**src/hdl/fwd53_pkg.sv**
```systemverilog
// shared types and constants for the forward 5/3 lifting wavelet
// no dependencies

package fwd53_pkg;

    localparam int SAMPLE_BITS_DEF = 32;
    localparam int LENGTH_BITS_DEF = 16;
    localparam int IN_BITS         = 32;
    localparam int CFG_BITS        = 16;
    localparam int COEF_BITS       = 34;
    localparam int IDX_BITS        = 15;
    localparam int OUT_TDATA_BITS  = 56;
    localparam int QUEUE_DEPTH     = 4;
    localparam logic [CFG_BITS-1:0] ROW_LEN_RESET = 16'd8;

    // band of a coefficient
    localparam logic BAND_APPROX = 1'b0;
    localparam logic BAND_DETAIL = 1'b1;

    // how the back end turns one queued job into coefficients
    typedef struct packed {
        logic                pass;
        logic                mid;
        logic                first_a;
        logic                done_a;
        logic                tail;
        logic [IDX_BITS-1:0] ci;
    } t_job_ctl;

    typedef enum logic [1:0] {
        STEP_DETAIL,
        STEP_APPROX,
        STEP_TAIL
    } t_step;

endpackage

```
**src/hdl/fwd53_front.sv**
```systemverilog
// front end: row position tracking, sample classification, job generation
// depends on fwd53_pkg

module fwd53_front
    import fwd53_pkg::*;
#(
    parameter int SAMPLE_BITS = SAMPLE_BITS_DEF,
    parameter int LENGTH_BITS = LENGTH_BITS_DEF
) (
    input  logic                          i_clk,
    input  logic                          i_rst_n,
    input  logic                          i_cfg_we,
    input  logic [CFG_BITS-1:0]           i_cfg_wdata,
    input  logic                          i_valid,
    output logic                          o_ready,
    input  logic [IN_BITS-1:0]            i_sample,
    input  logic                          i_q_full,
    output logic                          o_push,
    output t_job_ctl                      o_ctl,
    output logic signed [SAMPLE_BITS-1:0] o_x,
    output logic signed [SAMPLE_BITS-1:0] o_e,
    output logic signed [SAMPLE_BITS-1:0] o_odd
);

    logic [LENGTH_BITS-1:0]        r_len;
    logic [LENGTH_BITS-1:0]        r_cnt;
    logic [IDX_BITS-1:0]           r_ci;
    logic signed [SAMPLE_BITS-1:0] r_e;
    logic signed [SAMPLE_BITS-1:0] r_odd;

    logic [LENGTH_BITS-1:0]        w_n;
    logic                          w_acc;
    logic                          w_one;
    logic                          w_first;
    logic                          w_odd;
    logic                          w_last;
    logic signed [SAMPLE_BITS-1:0] w_x;

    assign w_x     = i_sample[SAMPLE_BITS-1:0];
    assign w_n     = (r_len == '0) ? LENGTH_BITS'(1) : r_len;
    assign o_ready = !i_q_full;
    assign w_acc   = i_valid && !i_q_full;
    assign w_one   = (w_n == LENGTH_BITS'(1));
    assign w_first = (r_cnt == '0);
    assign w_odd   = r_cnt[0];
    assign w_last  = ((LENGTH_BITS+1)'(r_cnt) + (LENGTH_BITS+1)'(1)) == (LENGTH_BITS+1)'(w_n);

    assign o_push = w_acc && (w_one || (!w_first && (!w_odd || w_last)));

    always_comb begin
        o_ctl.pass    = w_one;
        o_ctl.mid     = !w_odd;
        o_ctl.first_a = (r_cnt == LENGTH_BITS'(1)) || (r_cnt == LENGTH_BITS'(2));
        o_ctl.done_a  = w_odd;
        o_ctl.tail    = !w_odd && w_last;
        o_ctl.ci      = r_ci;
    end

    assign o_x   = w_x;
    assign o_e   = r_e;
    assign o_odd = r_odd;

    always_ff @(posedge i_clk) begin
        if (!i_rst_n) begin
            r_len <= LENGTH_BITS'(ROW_LEN_RESET);
            r_cnt <= '0;
            r_ci  <= '0;
        end else if (i_cfg_we) begin
            r_len <= i_cfg_wdata[LENGTH_BITS-1:0];
            r_cnt <= '0;
            r_ci  <= '0;
        end else if (w_acc) begin
            if (w_one || (!w_first && w_last)) begin
                r_cnt <= '0;
                r_ci  <= '0;
            end else begin
                r_cnt <= r_cnt + LENGTH_BITS'(1);
                if (!w_first && !w_odd) begin
                    r_ci <= r_ci + IDX_BITS'(1);
                end
            end
        end
    end

    // sample history, always written before use within a row
    always_ff @(posedge i_clk) begin
        if (w_acc && !w_one) begin
            if (w_first || !w_odd) begin
                r_e <= w_x;
            end else if (!w_last) begin
                r_odd <= w_x;
            end
        end
    end

    a_cnt_in_row: assert property (@(posedge i_clk) disable iff (!i_rst_n)
        r_cnt < w_n)
        else $error("row position beyond row length");

endmodule

```
**src/hdl/fwd53_queue.sv**
```systemverilog
// small job queue between front and back end
// depends on fwd53_pkg

module fwd53_queue
    import fwd53_pkg::*;
#(
    parameter int WIDTH = 8,
    parameter int DEPTH = QUEUE_DEPTH
) (
    input  logic             i_clk,
    input  logic             i_rst_n,
    input  logic             i_push,
    input  logic [WIDTH-1:0] i_data,
    output logic             o_full,
    output logic             o_valid,
    output logic [WIDTH-1:0] o_data,
    input  logic             i_pop
);

    localparam int AW = (DEPTH > 1) ? $clog2(DEPTH) : 1;
    localparam int CW = $clog2(DEPTH + 1);

    logic [WIDTH-1:0] r_mem [DEPTH];
    logic [AW-1:0]    r_wr;
    logic [AW-1:0]    r_rd;
    logic [CW-1:0]    r_count;

    assign o_full  = (r_count == CW'(DEPTH));
    assign o_valid = (r_count != '0);
    assign o_data  = r_mem[r_rd];

    always_ff @(posedge i_clk) begin
        if (!i_rst_n) begin
            r_wr    <= '0;
            r_rd    <= '0;
            r_count <= '0;
        end else begin
            if (i_push) begin
                r_wr <= (r_wr == AW'(DEPTH - 1)) ? '0 : r_wr + AW'(1);
            end
            if (i_pop) begin
                r_rd <= (r_rd == AW'(DEPTH - 1)) ? '0 : r_rd + AW'(1);
            end
            if (i_push && !i_pop) begin
                r_count <= r_count + CW'(1);
            end else if (!i_push && i_pop) begin
                r_count <= r_count - CW'(1);
            end
        end
    end

    always_ff @(posedge i_clk) begin
        if (i_push) begin
            r_mem[r_wr] <= i_data;
        end
    end

    a_ptr_match: assert property (@(posedge i_clk) disable iff (!i_rst_n)
        (r_count == '0 || r_count == CW'(DEPTH)) |-> (r_rd == r_wr))
        else $error("queue pointers disagree with fill count");

endmodule

```
**src/hdl/fwd53_back.sv**
```systemverilog
// back end: detail and approximation arithmetic, result sequencing, output register
// depends on fwd53_pkg

module fwd53_back
    import fwd53_pkg::*;
#(
    parameter int SAMPLE_BITS = SAMPLE_BITS_DEF
) (
    input  logic                          i_clk,
    input  logic                          i_rst_n,
    input  logic                          i_q_valid,
    output logic                          o_pop,
    input  t_job_ctl                      i_ctl,
    input  logic signed [SAMPLE_BITS-1:0] i_x,
    input  logic signed [SAMPLE_BITS-1:0] i_e,
    input  logic signed [SAMPLE_BITS-1:0] i_odd,
    output logic                          o_valid,
    input  logic                          i_ready,
    output logic [COEF_BITS-1:0]          o_coef,
    output logic                          o_band,
    output logic [IDX_BITS-1:0]           o_idx,
    output logic                          o_last
);

    localparam int SB = SAMPLE_BITS;
    localparam int V  = SAMPLE_BITS + 2;

    // stage 1: neighbor sum
    logic                   r_s1_v;
    t_job_ctl               r_s1_ctl;
    logic signed [SB-1:0]   r_s1_x;
    logic signed [SB-1:0]   r_s1_e;
    logic signed [SB-1:0]   r_s1_odd;
    logic signed [SB:0]     r_s1_sum;
    // stage 2: detail
    logic                   r_s2_v;
    t_job_ctl               r_s2_ctl;
    logic signed [SB-1:0]   r_s2_x;
    logic signed [SB-1:0]   r_s2_e;
    logic signed [SB:0]     r_s2_d;
    logic signed [SB:0]     r_pd;
    // stage 3: result sequencing
    logic                   r_s3_v;
    t_job_ctl               r_s3_ctl;
    logic signed [SB:0]     r_s3_d;
    logic signed [V-1:0]    r_s3_a;
    logic signed [V-1:0]    r_s3_tl;
    t_step                  r_step;
    t_step                  n_step;
    // output register
    logic                   r_o_valid;
    logic signed [V-1:0]    r_o_coef;
    logic                   r_o_band;
    logic [IDX_BITS-1:0]    r_o_idx;
    logic                   r_o_last;

    logic                   w_s1_ready;
    logic                   w_s2_ready;
    logic                   w_s3_load;
    logic                   w_emit;
    t_step                  w_last_step;
    logic signed [SB:0]     w_sum;
    logic [SB:0]            w_sum_r;
    logic signed [SB-1:0]   w_h;
    logic signed [SB-1:0]   w_base;
    logic signed [SB:0]     w_d;
    logic [SB+1:0]          w_p1;
    logic [SB+1:0]          w_p1r;
    logic signed [SB:0]     w_t2;
    logic [SB+2:0]          w_p4;
    logic [SB+2:0]          w_p4r;
    logic signed [SB:0]     w_t4;
    logic signed [SB:0]     w_q;
    logic signed [V-1:0]    w_a;
    logic signed [V-1:0]    w_tl;
    logic signed [V-1:0]    w_res;
    logic                   w_band;
    logic [IDX_BITS-1:0]    w_idx;
    logic                   w_done;

    assign w_s1_ready = !r_s1_v || w_s2_ready;
    assign w_s2_ready = !r_s2_v || w_s3_load;
    assign o_pop      = i_q_valid && w_s1_ready;

    assign w_sum = i_ctl.mid ? ((SB+1)'(i_e) + (SB+1)'(i_x)) : ((SB+1)'(i_e) + (SB+1)'(i_e));

    // truncating halve of the neighbor sum
    assign w_sum_r = r_s1_sum + (SB+1)'(r_s1_sum[SB]);
    assign w_h     = w_sum_r[SB:1];
    assign w_base  = r_s1_ctl.mid ? r_s1_odd : r_s1_x;
    assign w_d     = (SB+1)'(w_base) - (SB+1)'(w_h);

    // truncating (1 + d) / 2 and (2 + pd + d) / 4
    assign w_p1  = (SB+2)'(r_s2_d) + (SB+2)'(1);
    assign w_p1r = w_p1 + (SB+2)'(w_p1[SB+1]);
    assign w_t2  = w_p1r[SB+1:1];
    assign w_p4  = (SB+3)'(r_pd) + (SB+3)'(r_s2_d) + (SB+3)'(2);
    assign w_p4r = w_p4 + (w_p4[SB+2] ? (SB+3)'(3) : (SB+3)'(0));
    assign w_t4  = w_p4r[SB+2:2];
    assign w_q   = r_s2_ctl.first_a ? w_t2 : w_t4;
    assign w_a   = r_s2_ctl.pass ? V'(r_s2_x) : (V'(r_s2_e) + V'(w_q));
    assign w_tl  = V'(r_s2_x) + V'(w_t2);

    assign w_last_step = r_s3_ctl.pass ? STEP_DETAIL :
                         (r_s3_ctl.tail ? STEP_TAIL : STEP_APPROX);
    assign w_emit      = r_s3_v && (!r_o_valid || i_ready);
    assign w_s3_load   = !r_s3_v || (w_emit && (r_step == w_last_step));

    always_comb begin
        case (r_step)
            STEP_DETAIL: n_step = STEP_APPROX;
            STEP_APPROX: n_step = STEP_TAIL;
            default:     n_step = STEP_DETAIL;
        endcase
    end

    always_comb begin
        case (r_step)
            STEP_DETAIL: begin
                if (r_s3_ctl.pass) begin
                    w_res  = r_s3_a;
                    w_band = BAND_APPROX;
                    w_idx  = '0;
                    w_done = 1'b1;
                end else begin
                    w_res  = V'(r_s3_d);
                    w_band = BAND_DETAIL;
                    w_idx  = r_s3_ctl.ci;
                    w_done = 1'b0;
                end
            end
            STEP_APPROX: begin
                w_res  = r_s3_a;
                w_band = BAND_APPROX;
                w_idx  = r_s3_ctl.ci;
                w_done = r_s3_ctl.done_a;
            end
            STEP_TAIL: begin
                w_res  = r_s3_tl;
                w_band = BAND_APPROX;
                w_idx  = r_s3_ctl.ci + IDX_BITS'(1);
                w_done = 1'b1;
            end
            default: begin
                w_res  = '0;
                w_band = BAND_APPROX;
                w_idx  = '0;
                w_done = 1'b0;
            end
        endcase
    end

    always_ff @(posedge i_clk) begin
        if (!i_rst_n) begin
            r_s1_v    <= 1'b0;
            r_s2_v    <= 1'b0;
            r_s3_v    <= 1'b0;
            r_step    <= STEP_DETAIL;
            r_pd      <= '0;
            r_o_valid <= 1'b0;
        end else begin
            if (w_s1_ready) begin
                r_s1_v <= i_q_valid;
            end
            if (w_s2_ready) begin
                r_s2_v <= r_s1_v;
            end
            if (w_s3_load) begin
                r_s3_v <= r_s2_v;
                r_step <= STEP_DETAIL;
                if (r_s2_v && r_s2_ctl.mid && !r_s2_ctl.pass) begin
                    r_pd <= r_s2_d;
                end
            end else if (w_emit) begin
                r_step <= n_step;
            end
            if (w_emit) begin
                r_o_valid <= 1'b1;
            end else if (i_ready) begin
                r_o_valid <= 1'b0;
            end
        end
    end

    always_ff @(posedge i_clk) begin
        if (w_s1_ready) begin
            r_s1_ctl <= i_ctl;
            r_s1_x   <= i_x;
            r_s1_e   <= i_e;
            r_s1_odd <= i_odd;
            r_s1_sum <= w_sum;
        end
        if (w_s2_ready) begin
            r_s2_ctl <= r_s1_ctl;
            r_s2_x   <= r_s1_x;
            r_s2_e   <= r_s1_e;
            r_s2_d   <= w_d;
        end
        if (w_s3_load) begin
            r_s3_ctl <= r_s2_ctl;
            r_s3_d   <= r_s2_d;
            r_s3_a   <= w_a;
            r_s3_tl  <= w_tl;
        end
        if (w_emit) begin
            r_o_coef <= w_res;
            r_o_band <= w_band;
            r_o_idx  <= w_idx;
            r_o_last <= w_done;
        end
    end

    assign o_valid = r_o_valid;
    assign o_coef  = COEF_BITS'(r_o_coef);
    assign o_band  = r_o_band;
    assign o_idx   = r_o_idx;
    assign o_last  = r_o_last;

    a_tail_step: assert property (@(posedge i_clk) disable iff (!i_rst_n)
        (r_s3_v && r_step == STEP_TAIL) |-> (r_s3_ctl.tail && !r_s3_ctl.pass))
        else $error("tail step reached without a tail term");

    a_pass_single: assert property (@(posedge i_clk) disable iff (!i_rst_n)
        (r_s3_v && r_s3_ctl.pass) |-> (r_step == STEP_DETAIL))
        else $error("pass-through job advanced past its only result");

    a_done_approx: assert property (@(posedge i_clk) disable iff (!i_rst_n)
        (r_o_valid && r_o_last) |-> (r_o_band == BAND_APPROX))
        else $error("row end flagged on a detail term");

endmodule

```
**src/hdl/forward_dwt53_lifting_1d.sv**
```systemverilog
// forward 5/3 integer lifting wavelet over one configurable-length row
// throughput: one sample per cycle while the job queue is not full; a sample emits
// 0 to 3 coefficients, one per cycle unless m_axis_tready stalls the output,
// and the 4-entry job queue absorbs the bursts at row ends
// reset: synchronous active-low, empties queue and pipeline, row length returns to 8
// depends on fwd53_pkg, fwd53_front, fwd53_queue, fwd53_back

module forward_dwt53_lifting_1d
    import fwd53_pkg::*;
#(
    parameter int SAMPLE_BITS = SAMPLE_BITS_DEF,
    parameter int LENGTH_BITS = LENGTH_BITS_DEF
) (
    input  logic                      i_clk,
    input  logic                      i_rst_n,
    input  logic                      i_cfg_we,
    input  logic [CFG_BITS-1:0]       i_cfg_wdata,   // row_length
    input  logic                      s_axis_tvalid,
    output logic                      s_axis_tready,
    input  logic [IN_BITS-1:0]        s_axis_tdata,  // sample
    output logic                      m_axis_tvalid,
    input  logic                      m_axis_tready,
    output logic [OUT_TDATA_BITS-1:0] m_axis_tdata,  // coefficient, band_index, zero pad
    output logic [0:0]                m_axis_tuser,  // band
    output logic                      m_axis_tlast   // row_done
);

    localparam int QW  = $bits(t_job_ctl) + 3 * SAMPLE_BITS;
    localparam int PAD = OUT_TDATA_BITS - COEF_BITS - IDX_BITS;

    logic                          w_push;
    t_job_ctl                      w_f_ctl;
    logic signed [SAMPLE_BITS-1:0] w_f_x;
    logic signed [SAMPLE_BITS-1:0] w_f_e;
    logic signed [SAMPLE_BITS-1:0] w_f_odd;
    logic                          w_q_full;
    logic                          w_q_valid;
    logic [QW-1:0]                 w_q_data;
    logic                          w_pop;
    t_job_ctl                      w_b_ctl;
    logic signed [SAMPLE_BITS-1:0] w_b_x;
    logic signed [SAMPLE_BITS-1:0] w_b_e;
    logic signed [SAMPLE_BITS-1:0] w_b_odd;
    logic [COEF_BITS-1:0]          w_coef;
    logic                          w_band;
    logic [IDX_BITS-1:0]           w_idx;

    fwd53_front #(
        .SAMPLE_BITS (SAMPLE_BITS),
        .LENGTH_BITS (LENGTH_BITS)
    ) u_front (
        .i_clk       (i_clk),
        .i_rst_n     (i_rst_n),
        .i_cfg_we    (i_cfg_we),
        .i_cfg_wdata (i_cfg_wdata),
        .i_valid     (s_axis_tvalid),
        .o_ready     (s_axis_tready),
        .i_sample    (s_axis_tdata),
        .i_q_full    (w_q_full),
        .o_push      (w_push),
        .o_ctl       (w_f_ctl),
        .o_x         (w_f_x),
        .o_e         (w_f_e),
        .o_odd       (w_f_odd)
    );

    fwd53_queue #(
        .WIDTH (QW),
        .DEPTH (QUEUE_DEPTH)
    ) u_queue (
        .i_clk   (i_clk),
        .i_rst_n (i_rst_n),
        .i_push  (w_push),
        .i_data  ({w_f_ctl, w_f_x, w_f_e, w_f_odd}),
        .o_full  (w_q_full),
        .o_valid (w_q_valid),
        .o_data  (w_q_data),
        .i_pop   (w_pop)
    );

    assign {w_b_ctl, w_b_x, w_b_e, w_b_odd} = w_q_data;

    fwd53_back #(
        .SAMPLE_BITS (SAMPLE_BITS)
    ) u_back (
        .i_clk     (i_clk),
        .i_rst_n   (i_rst_n),
        .i_q_valid (w_q_valid),
        .o_pop     (w_pop),
        .i_ctl     (w_b_ctl),
        .i_x       (w_b_x),
        .i_e       (w_b_e),
        .i_odd     (w_b_odd),
        .o_valid   (m_axis_tvalid),
        .i_ready   (m_axis_tready),
        .o_coef    (w_coef),
        .o_band    (w_band),
        .o_idx     (w_idx),
        .o_last    (m_axis_tlast)
    );

    assign m_axis_tdata = {{PAD{1'b0}}, w_idx, w_coef};
    assign m_axis_tuser = w_band;

endmodule
```
**config.mk**
```make
export PLATFORM = sky130hd
export DESIGN_NAME = forward_dwt53_lifting_1d
export DESIGN_NICKNAME = d
export VERILOG_FILES = /design/src/hdl/fwd53_pkg.sv /design/src/hdl/fwd53_front.sv /design/src/hdl/fwd53_queue.sv /design/src/hdl/fwd53_back.sv /design/src/hdl/forward_dwt53_lifting_1d.sv
export SDC_FILE = /design/constraint.sdc
export NUM_CORES = 2
export LEC_CHECK = 0
export ABC_AREA = 1
export BUFFER_PORTS_ARGS = -buffer_cell sky130_fd_sc_hd__buf_2
export CORE_MARGIN = 2
export CORE_UTILIZATION = 25
export DETAILED_ROUTE_END_ITERATION = 10
export GPL_TIMING_DRIVEN = 0
export HOLD_SLACK_MARGIN = 0.06
export PLACE_DENSITY_LB_ADDON = 0.12
export RECOVER_POWER = 100
export SETUP_SLACK_MARGIN = 0.15
export SYNTH_ARGS = -nofsm -noshare
export SYNTH_HDL_FRONTEND = slang
export SYNTH_SLANG_ARGS = --single-unit
```
**constraint.sdc**
```tcl
create_clock -name i_clk -period 12 [get_ports i_clk]
set_input_delay 1.2 -clock i_clk [delete_from_list [all_inputs] [get_ports i_clk]]
set_output_delay 1.2 -clock i_clk [all_outputs]
set_load 0.02 [all_outputs]
```
==> results.py <==
metrics = {
    "synth": {
        "synth_area_per_cell_um2": 9.90,
        "syn_inst": 5339,
        "yosysSeqAreaShare": 0.583,
        "synthFlopType": "edfxtp_1",
        "synth.cell_area_um2": 52900,
        "ys_types": 70,
        "async_reset_ff_frac": 0,
        "ys_warn_count": 0,
        "synth_edf_count": 964,
        "ys_ff_latch": 1059,
    },
    "critical_path": {
        "path_cells": "ha_1, nand4_1, nor2_1, nand3_1, nor2_1, clkinv_1, nor2_1, xor2_1, xor2_1, nand2_1, nor3_1, nand4_1, nand2_1, inv_1, nand2_1, nand2_1, clkbuf_1, nor2_1, clkbuf_1, clkbuf_1, clkbuf_1",
        "crit_fanout": 24,
        "startpoint_type": "flip-flop",
        "path_class": "reg -> reg",
        "regToRegSetupSlack_ps": 2450,
        "max_stage_delay_ps": 1750,
        "path_buf_inv": 6,
        "end_kind": "flip-flop",
        "crit_family": "buffers and inverters",
        "worstPathRequired_ps": 12360,
        "cp_data_arrival_time_ps": 9910,
        "cp_slowest_cell": "nor2_1",
    },
    "layout": {
        "fin_util": 0.291,
        "seq_area_um2": 30800,
        "layout-drive-gt1-share": 0.0738,
        "final_common_cell": "nand2_1",
        "nets": 5841,
        "multi_input_comb_area_um2": 19300,
        "fillers": 22008,
        "layout_common_cells": "nand2_1, edfxtp_1, nor2_1",
        "area_growth_pct": 15.7,
    },
    "route": {
        "routed_via_density": 4.48,
        "drtIter0Drc": 2295,
        "drc": 0,
        "wire_per_inst_um": 21.3,
        "drtAntennaViolNets": 0,
        "vias": 38127,
        "detail_route.first_pass.iterations": 5,
        "drt_wl_total_mm": 181,
    },
    "global_routing": {
        "antenna_found_initial": 14,
        "grt_overflow": 0,
        "grt_pass1_wl_mm": 261,
        "grt_max_degree": 98,
        "grt_pass1_vias": 38176,
        "grt_usage": 0.165,
    },
    "cts": {
        "ctsResizeCount": 0,
        "cts.sinks": 1059,
        "numCtsBuffers": 121,
        "cts_setup_buffers": 0,
        "clk_latency_ps": 810,
        "clkTransAtPathRegs_ps": 60,
        "cts_hold_buf": 0,
        "cts_root_buffer": "clkbuf_16",
        "clk_path_buf_depth": 3,
        "cts_tree": "done",
        "htree_levels": 3,
    },
    "placement": {
        "place_congestion": 0.869,
        "dp_hpwl_mm": 142,
        "place_ws_ps": 3410,
        "io_buffers": 104,
    },
    "floorplan": {
        "dieArea_um2": 215000,
        "core_area_um2": 210000,
        "rows": 168,
        "initial_core_util": 0.252,
        "die_w_um": 464,
        "ios": 113,
        "chipHeight_um": 464,
    },
    "pwr": {
        "ir_drop_mv": 0.150,
        "powerDensity_nw_per_um2": 312,
        "p_leak_uw": 0.0234,
        "total_power_uw": 19100,
    },
    "run_status": {
        "violations": "capacitance limit, slew limit",
        "status": "finished, violations left",
    },
    "sta": {
        "maxSlewViolCount": 700,
        "fin_skew_ps": 99.5,
        "slew_headroom": -2.45,
        "max_freq_mhz": 105,
        "holdWs_ps": 408,
        "tightest_slew_ps": 5170,
        "setup_ws_ps": 2450,
        "rsz0062_at_grt": "no",
        "period_share": 0.796,
        "finalSetupViolCount": 0,
        "finalHoldViolCount": 0,
        "post-route-min-period_ps": 9550,
    },
    "worst_hold_path": {
        "holdCritPathClass": "reg -> reg",
    },
    "job": {
        "maxCapViolCount": 24,
    },
}
cells in the mapped netlist, types with 7 or more instances:
master       n  area [um2]
a21boi_0    22         165
a21oi_1    261        1310
a31oi_1     32         200
buf_4        7        52.6
clkbuf_1   124         465
dfxtp_1     95        1900
edfxtp_1   964       28900
ha_1       180        2250
inv_1      516        1940
inv_2       28         105
mux2_2      31         349
nand2_1   1106        4150
nand2_2     33         206
nand2_4      9         101
nand3_1    223        1120
nand3_2     15         150
nand3b_1     7        52.6
nand4_1     71         444
nor2_1     607        2280
nor2_2      34         213
nor2_4      19         214
nor3_1      55         275
nor3_2       7        70.1
nor4_1      22         138
o21a_1      11        82.6
o21ai_0    395        1980
o21ai_1     11        55.1
o21bai_1    15         113
o22ai_1    118         738
or2_2       24         150
xnor2_1     55         482
xor2_1     157        1380
per-layer routing:
| layer | global-route usage | wire length [um] | vias to the layer above |
|---|---|---|---|
| li1 | - | - | 18914 |
| met1 | 0.230 | 88000 | 18393 |
| met2 | 0.271 | 83600 | 616 |
| met3 | 0.0187 | 5200 | 202 |
| met4 | 0.0422 | 4510 | 2 |
| met5 | 0 | 13 | - |
registers in the layout (all words and copies together) (netlist names), 33 cells and up, named ones only:
register         flops
u_back.r_pd         33
u_back.r_s3_d       33
u_back.r_s3_a       34
u_back.r_s3_tl      34
u_back.r_s1_sum     33
u_back.o_coef       34
u_back.r_s2_d       33
u_queue.r_mem      464
per-stage QoR:
stage                     cell area [um2]  setup TNS, ps  cells
after floorplan                     52900              0   5345
after global placement              56900        -861980   8254
after detailed placement            57700              0   8284
after CTS                           61900              0   8513
after global routing                61200              0   8513
final                               61200              0   8517
worst register-to-register path, cell delays in order, from the launching register on:
cell      delay (ps)
dfxtp_1          570
ha_1             290
nand4_1          170
nor2_1           250
nand3_1          140
nor2_1           190
clkinv_1         140
nor2_1           160
xor2_1           320
xor2_1           170
nand2_1           70
nor3_1           420
nand4_1          190
nand2_1          170
inv_1            100
nand2_1          100
nand2_1          100
clkbuf_1         260
nor2_1          1750
clkbuf_1        1230
clkbuf_1        1260
clkbuf_1        1080
final timing paths:
check	start	endpoint	depth (start not counted)
max reg2reg	u_front.r_cnt[0]	u_queue.r_mem[0][12]	21
min	u_back.r_s1_ctl[8]	u_back.r_s2_ctl[8]	0
min reg2reg	u_back.r_s1_ctl[8]	u_back.r_s2_ctl[8]	0
max	u_front.r_cnt[0]	u_queue.r_mem[0][12]	21
where the power goes:
group | internal (uW) | leakage [uW] | total [uW] | switching, uW
registers | 5410 | 0.0102 | 6080 | 662
clock network | 2310 | 0.00205 | 3950 | 1650
logic | 2830 | 0.0112 | 9050 | 6230
cell families (layout without fill, tap and decap cells):
group / Yosys count / in the layout / synth area share
compound gates: 907 / 907 / 0.0941
other cells: 1 / 11 / 0.0000709
buf+inv: 690 / 1053 / 0.0499
fa+ha+maj: 186 / 186 / 0.0449
xor+xnor: 215 / 215 / 0.0360
mux: 32 / 32 / 0.00679
flops: 1059 / 1059 / 0.583
simple gates: 2249 / 2249 / 0.185
final cells by class:
| type | instances | area share |
|---|---|---|
| diodes | 4 | 0.000164 |
| repair buffers | 134 | 0.00949 |
| clock inverters | 89 | 0.0190 |
| well taps | 2805 | 0.0574 |
| multi-input cells | 3596 | 0.316 |
| inverters | 549 | 0.0337 |
| plain buffers | 141 | 0.00920 |
| clock buffers | 140 | 0.0508 |
| flip-flops and latches | 1059 | 0.504 |
Power figures use the tool's default switching activity.
